File: src/rtl/mlisc_pkg.sv
package mlisc_pkg;

    // fixed field widths
    localparam int PixW = 8;
    localparam int RegW = PixW + 1;   // region count 1..256

    typedef logic [PixW-1:0] pix_t;
    typedef logic [RegW-1:0] regions_t;

    // plane count after reset
    localparam pix_t PlaneCountReset = 8'd7;

    // one quotient bit per divider stage
    localparam int DivSteps = PixW;

    localparam pix_t ChanFull = 8'hFF;
    localparam pix_t ChanZero = 8'h00;

    // hue sectors of the hsv wheel
    localparam logic [2:0] SectRedYellow   = 3'd0;
    localparam logic [2:0] SectYellowGreen = 3'd1;
    localparam logic [2:0] SectGreenCyan   = 3'd2;
    localparam logic [2:0] SectCyanBlue    = 3'd3;
    localparam logic [2:0] SectBlueMagenta = 3'd4;

endpackage

File: src/rtl/multi_level_intensity_slice_color_unit.sv
// channel    | ports                                          | transfer when
// -----------+------------------------------------------------+---------------------
// config     | cfg_we, cfg_wdata[7:0]                         | cfg_we high
// pixel in   | s_valid, s_ready, s_gray_level[7:0]            | s_valid && s_ready
// color out  | m_valid, m_ready, m_red_out, m_green_out,      | m_valid && m_ready
//            | m_blue_out (8 bits each)                       |
//
// one pixel per clock while m_ready stays high; each pixel passes through
// thirteen register stages: index multiply, two sector subtract steps, ramp numerator,
// eight divider stages of one quotient bit each, rounding and color select in the output
// synchronous active-low reset clears all stage valid bits and loads plane count 7
// each stage holds only while it is full and the stage after it cannot take its data,
// so bubbles collapse and input transfers stall only once all thirteen stages are full
module multi_level_intensity_slice_color_unit (
    input  logic              aclk,
    input  logic              aresetn,
    input  logic              cfg_we,
    input  mlisc_pkg::pix_t   cfg_wdata,
    input  logic              s_valid,
    output logic              s_ready,
    input  mlisc_pkg::pix_t   s_gray_level,
    output logic              m_valid,
    input  logic              m_ready,
    output mlisc_pkg::pix_t   m_red_out,
    output mlisc_pkg::pix_t   m_green_out,
    output mlisc_pkg::pix_t   m_blue_out
);
    import mlisc_pkg::*;

    // stage map: 0 index, 1 minus 4R, 2 minus 2R, 3 ramp numerator,
    // 4..11 divider, 12 output
    localparam int StgDiv0 = 4;
    localparam int NStg    = StgDiv0 + DivSteps + 1;
    localparam int StgOut  = NStg - 1;

    // configuration register: the user must write it only while the pipeline is empty
    // (the block does not enforce this), so every stage may read it directly
    pix_t     plane_count_reg;
    regions_t regions;

    always_ff @(posedge aclk) begin
        if (!aresetn) begin
            plane_count_reg <= PlaneCountReset;
        end else if (cfg_we) begin
            plane_count_reg <= cfg_wdata;
        end
    end

    assign regions = {1'b0, plane_count_reg} + regions_t'(1);

    // per-stage valid and load enable
    logic [NStg-1:0] valid_reg;
    logic [NStg-1:0] adv;

    genvar k;
    generate
        for (k = 0; k < NStg; k++) begin : g_adv
            if (k == NStg - 1) begin : g_last
                assign adv[k] = !valid_reg[k] || m_ready;
            end else begin : g_mid
                assign adv[k] = !valid_reg[k] || adv[k+1];
            end
        end
    endgenerate

    assign s_ready = adv[0];
    assign m_valid = valid_reg[StgOut];

    always_ff @(posedge aclk) begin
        if (!aresetn) begin
            valid_reg <= '0;
        end else begin
            if (adv[0]) begin
                valid_reg[0] <= s_valid;
            end
            for (int i = 1; i < NStg; i++) begin
                if (adv[i]) begin
                    valid_reg[i] <= valid_reg[i-1];
                end
            end
        end
    end

    // stage 0: region index = floor(gray * R / 256)
    logic [16:0] prod;
    pix_t        idx_next;
    pix_t        idx_reg;
    regions_t    last_idx;

    always_comb begin
        prod     = {9'b0, s_gray_level} * {8'b0, regions};
        last_idx = regions - regions_t'(1);
        idx_next = prod[15:8];
        // gray never exceeds 255, so this limit stays inactive
        if ({1'b0, prod[15:8]} > last_idx) begin
            idx_next = last_idx[PixW-1:0];
        end
    end

    always_ff @(posedge aclk) begin
        if (adv[0]) begin
            idx_reg <= idx_next;
        end
    end

    // stage 1: n = 6 * idx, take out 4R
    logic [10:0] six_idx;
    logic [10:0] four_r;
    logic        q2_next;
    logic [10:0] rem4_next;
    logic        q2_reg;
    logic [10:0] rem4_reg;

    always_comb begin
        six_idx   = {1'b0, idx_reg, 2'b0} + {2'b0, idx_reg, 1'b0};
        four_r    = {regions, 2'b0};
        q2_next   = (six_idx >= four_r);
        rem4_next = q2_next ? (six_idx - four_r) : six_idx;
    end

    always_ff @(posedge aclk) begin
        if (adv[1]) begin
            q2_reg   <= q2_next;
            rem4_reg <= rem4_next;
        end
    end

    // stage 2: take out 2R, leaving t = n mod 2R
    logic [10:0] two_r;
    logic        q1_next;
    logic [10:0] t_wide;
    logic [1:0]  sect_hi_reg;
    logic [9:0]  t_reg;

    always_comb begin
        two_r   = {1'b0, regions, 1'b0};
        q1_next = (rem4_reg >= two_r);
        t_wide  = q1_next ? (rem4_reg - two_r) : rem4_reg;
    end

    always_ff @(posedge aclk) begin
        if (adv[2]) begin
            sect_hi_reg <= {q2_reg, q1_next};
            t_reg       <= t_wide[9:0];
        end
    end

    // stage 3: ramp numerator 255 * (R - |t - R|)
    logic        t_ge_r;
    logic [9:0]  t_dist;
    regions_t    ramp_m;
    logic [16:0] num_wide;
    logic [2:0]  sect3_reg;
    logic [15:0] num_reg;

    always_comb begin
        t_ge_r   = (t_reg >= {1'b0, regions});
        t_dist   = t_ge_r ? (t_reg - {1'b0, regions}) : ({1'b0, regions} - t_reg);
        ramp_m   = regions - t_dist[RegW-1:0];
        num_wide = {ramp_m, 8'b0} - {8'b0, ramp_m};
    end

    always_ff @(posedge aclk) begin
        if (adv[3]) begin
            sect3_reg <= {sect_hi_reg, t_ge_r};
            num_reg   <= num_wide[15:0];
        end
    end

    // stages 4..11: restoring divide num / R, msb of quotient first
    logic [15:0]     div_p_reg    [DivSteps];
    logic [PixW-1:0] div_q_reg    [DivSteps];
    logic [2:0]      div_sect_reg [DivSteps];

    generate
        for (k = 0; k < DivSteps; k++) begin : g_div
            logic [15:0]     p_in;
            logic [PixW-1:0] q_in;
            logic [2:0]      sect_in;
            logic [16:0]     dvs;
            logic            take;
            logic [16:0]     p_diff;
            logic [15:0]     p_next;
            logic [PixW-1:0] q_next;

            if (k == 0) begin : g_first
                assign p_in    = num_reg;
                assign q_in    = '0;
                assign sect_in = sect3_reg;
            end else begin : g_rest
                assign p_in    = div_p_reg[k-1];
                assign q_in    = div_q_reg[k-1];
                assign sect_in = div_sect_reg[k-1];
            end

            always_comb begin
                dvs    = {8'b0, regions} << (DivSteps - 1 - k);
                take   = ({1'b0, p_in} >= dvs);
                p_diff = {1'b0, p_in} - dvs;
                p_next = take ? p_diff[15:0] : p_in;
                q_next = q_in;
                q_next[DivSteps-1-k] = take;
            end

            always_ff @(posedge aclk) begin
                if (adv[StgDiv0 + k]) begin
                    div_p_reg[k]    <= p_next;
                    div_q_reg[k]    <= q_next;
                    div_sect_reg[k] <= sect_in;
                end
            end
        end
    endgenerate

    // output stage: round half to even, then pick channels by sector
    logic [PixW-1:0] quo;
    logic [9:0]      twice_rem;
    logic            round_up;
    regions_t        quo_rnd;
    pix_t            ramp;
    pix_t            red_next;
    pix_t            green_next;
    pix_t            blue_next;
    pix_t            red_reg;
    pix_t            green_reg;
    pix_t            blue_reg;

    always_comb begin
        quo       = div_q_reg[DivSteps-1];
        // remainder is below R, so nine bits hold it
        twice_rem = {div_p_reg[DivSteps-1][RegW-1:0], 1'b0};
        round_up  = (twice_rem > {1'b0, regions}) ||
                    ((twice_rem == {1'b0, regions}) && quo[0]);
        quo_rnd   = {1'b0, quo} + {{(RegW-1){1'b0}}, round_up};
        ramp      = quo_rnd[PixW] ? ChanFull : quo_rnd[PixW-1:0];

        red_next   = ChanZero;
        green_next = ChanZero;
        blue_next  = ChanZero;
        case (div_sect_reg[DivSteps-1])
            SectRedYellow: begin
                red_next   = ChanFull;
                green_next = ramp;
            end
            SectYellowGreen: begin
                red_next   = ramp;
                green_next = ChanFull;
            end
            SectGreenCyan: begin
                green_next = ChanFull;
                blue_next  = ramp;
            end
            SectCyanBlue: begin
                green_next = ramp;
                blue_next  = ChanFull;
            end
            SectBlueMagenta: begin
                red_next  = ramp;
                blue_next = ChanFull;
            end
            default: begin
                // magenta back toward red
                red_next  = ChanFull;
                blue_next = ramp;
            end
        endcase
    end

    always_ff @(posedge aclk) begin
        if (adv[StgOut]) begin
            red_reg   <= red_next;
            green_reg <= green_next;
            blue_reg  <= blue_next;
        end
    end

    assign m_red_out   = red_reg;
    assign m_green_out = green_reg;
    assign m_blue_out  = blue_reg;

endmodule
File: config.mk
export PLATFORM = sky130hd
export DESIGN_NAME = multi_level_intensity_slice_color_unit
export DESIGN_NICKNAME = d
export VERILOG_FILES = /design/src/rtl/mlisc_pkg.sv /design/src/rtl/multi_level_intensity_slice_color_unit.sv
export SDC_FILE = /design/constraint.sdc
export NUM_CORES = 1
export LEC_CHECK = 0
export ABC_AREA = 1
export BUFFER_PORTS_ARGS = -buffer_cell sky130_fd_sc_hd__buf_4
export CAP_MARGIN = 20
export CORE_ASPECT_RATIO = 1.4
export CORE_MARGIN = 2
export CORE_UTILIZATION = 45
export CTS_CLUSTER_DIAMETER = 100
export DETAILED_ROUTE_END_ITERATION = 12
export GPL_TIMING_DRIVEN = 1
export PLACE_DENSITY = 0.62
export RECOVER_POWER = 100
export SETUP_SLACK_MARGIN = 0.4
export SYNTH_ARGS = -nofsm -noshare
export SYNTH_HDL_FRONTEND = slang
export SYNTH_SLANG_ARGS = --single-unit
export TNS_END_PERCENT = 100
File: constraint.sdc
create_clock -name aclk -period 7.45 [get_ports aclk]
set_input_delay 0.3725 -clock aclk [delete_from_list [all_inputs] [get_ports aclk]]
set_output_delay 0.3725 -clock aclk [all_outputs]
set_load 0.005 [all_outputs]
==> qor.csv <==
metric,value,unit
p_leak,9.232,nW
n_antenna_cell,0,
slew_headroom,-24.95,%
path_buf_inv,5,
drcViolationCount,0,
yosys-top-cells-area,"edfxtp_1 41%, ha_1 12%, nand2_1 8.8%",
path_common_cell,nand2_1,
postSynthCellCount,2060,
port_buffers,46,
placed_area,19800,sq um
ys_warn_count,0,
setup_viol,0,
synth_top_area_share,40.58,%
drt_wl_total,45020,um
status,"complete, but fails checks",
final-max-slew-violation-count,21,
start_util,45.65,%
post_cts_buffers,0,
die_area,43450,sq um
final_cell_mix,"448 x nand2_1, 268 x inv_1, 254 x edfxtp_1, 175 x ha_1, 174 x nor2_1",
violations,"capacitance limit, slew limit",
startpoint_type,flop,
min_period,6.602,ns
power_density,517.2,nW/um^2
hold_ws,0.05941,ns
dp_hpwl,35380,um
postSynthAreaPerCell,9.125,sq um
ys_seq_area_share,42.81,%
insertion_delay,0.56,ns
hold_buffers,0,
numCtsBuffers,28,
core_area,41180,sq um
synth_edf_count,254,
multiInputGateArea,9529,sq um
drt-vias-per-instance,5.302,
dpl.cell_count,2638,
largest_reg_flops,121,
hp-class,in2reg,
postRouteAntennaNets,0,
die_h,245.8,um
drt_iter0_markers,877,
clockBufferDepth,3,
synthDistinctLibCells,55,
criticalPathCategory,reg2reg,
async_reset_ff_share,0,%
synth_nets,2309,
drtPass1Iterations,6,
crit_path_end_kind,flop,
cp_top_family,adder cells,
detail_route.wl_per_cell,16.73,um
fill_cells,3889,
finalClockSkew,0.01001,ns
cts_tree,built,
crit_slowest_cell,fa_1,
vdd_drop_max,0.4443,mV
sequential_cell_area,8048,sq um
track_usage,21.06,%
num_rows,88,
finalHoldViolCount,0,
cp.arrival,6.91,ns
max_freq,151.5,MHz
yosysTopAreaCell,edfxtp_1,
cp.required,7.75,ns
cp_max_fo,20,
grt_antenna_before_repair,0,
final.period_utilization,88.62,%
cts_root_buf,clkbuf_16,
cts.repair.resized,0,
cp_slowest_stage_delay,0.53,ns
final_common_cell,nand2_1,
tightest_slew,1.874,ns
grt_pass1_vias,14320,
layout-drive-gt1-share,6.183,%
grt_max_degree,29,
rsz0062_at_grt,no,
area_growth,9.711,%
grt_pass1_wl,71950,um
ys_ff_latch,275,
clock_sinks,275,
synth_ff_type,edfxtp_1,
num_vias,14270,
grt-ovfl-total,0,
finalSetupTns,0,ns
routabilityCongestion,0.9373,
instances_no_fill,2691,
nets,2378,
dieWidth,176.7,um
maxCapViolCount,2,
clk_pin_slew_worst_paths,0.06,ns
htreeDepth,1,
stdcell_area,20620,sq um
synth_area,18800,sq um
ios,47,
[layer usage]
| layer | global-route usage (%) | wire length (um) | part of all wire, % | up-vias |
|---|---|---|---|---|
| met5 | 0 | 0 | 0 | - |
| met4 | 8.605 | 1852 | 4.1 | 0 |
| met3 | 2.180 | 1416 | 3.1 | 96 |
| met2 | 41.62 | 24710 | 55 | 297 |
| met1 | 22.32 | 17050 | 38 | 6751 |
| li1 | - | - | - | 7124 |
[final timing paths]
kind | from | endpoint | slack (ns) | cells past startpoint
worst min register to register | div_sect_reg[0][7] | div_sect_reg[0][10] | 0.42 | 0
worst max register to register | plane_count_reg[1] | idx_reg[7] | 0.85 | 31
worst max-delay path | plane_count_reg[1] | idx_reg[7] | 0.85 | 31
worst min-delay path | cfg_wdata[5] | plane_count_reg[5] | 0.06 | 3
[final cells by class]
class                      count  share of cell area (%)
timing repair buffer          57                   1.802
tap                          540                   3.276
inverter                     278                   5.072
multi-input combinational   1489                   46.21
clock inverter                18                  0.9161
sequential                   275                   39.02
clock buffer                  34                   3.707
[report_power, final]
group | internal [mW] | switching, mW | total [mW]
Clock | 0.839 | 0.620 | 1.46
Combinational | 2.19 | 3.79 | 5.98
Sequential | 2.83 | 0.407 | 3.23
Total | 5.85 | 4.82 | 10.7
[stage by stage]
stage               utilization (%)  power, mW  worst slack [ns]
global route                  50.08      11.68            0.3024
detailed placement            48.09      9.308            0.8561
CTS                           50.40      10.81            0.8460
floorplan                         -      7.645             1.316
global placement              48.09      9.192            0.9091
finish                        50.08      10.67            0.8478
[cells by family (layout without fill, tap and decap cells)]
| logic type | after synthesis | after routing | share of synthesized area, % |
|---|---|---|---|
| buf+inv | 296 | 387 | 6.057 |
| compound gates | 336 | 336 | 9.911 |
| flops | 275 | 275 | 42.81 |
| mux | 1 | 1 | 0.05990 |
| xor+xnor | 106 | 106 | 5.119 |
| fa+ha+maj | 228 | 228 | 17.29 |
| simple gates | 818 | 818 | 18.75 |
[worst reg2reg max path: cells and delay by family (launching register included)]
family | cells | cell delay (ns)
AO/OA/AOI/OAI | 7 | 0.97
XOR/XNOR | 1 | 0.18
adder cells (fa/ha/maj) | 7 | 2.83
buffers and inverters | 5 | 0.42
flip-flops | 1 | 0.42
AND/OR/NAND/NOR | 11 | 1.55
[Yosys cell counts, types with 11 or more instances]
cell      instances
a21o_1           12
a21oi_1         131
dfxtp_1          21
edfxtp_1        254
fa_1             53
ha_1            175
inv_1           266
nand2_1         443
nand2_2          13
nand3_1          91
nand4_1          23
nor2_1          166
nor3_1           31
nor4_1           11
o21ai_0         134
xnor2_1          51
xor2_1           52
No activity file was read; power rests on OpenSTA's default activity.
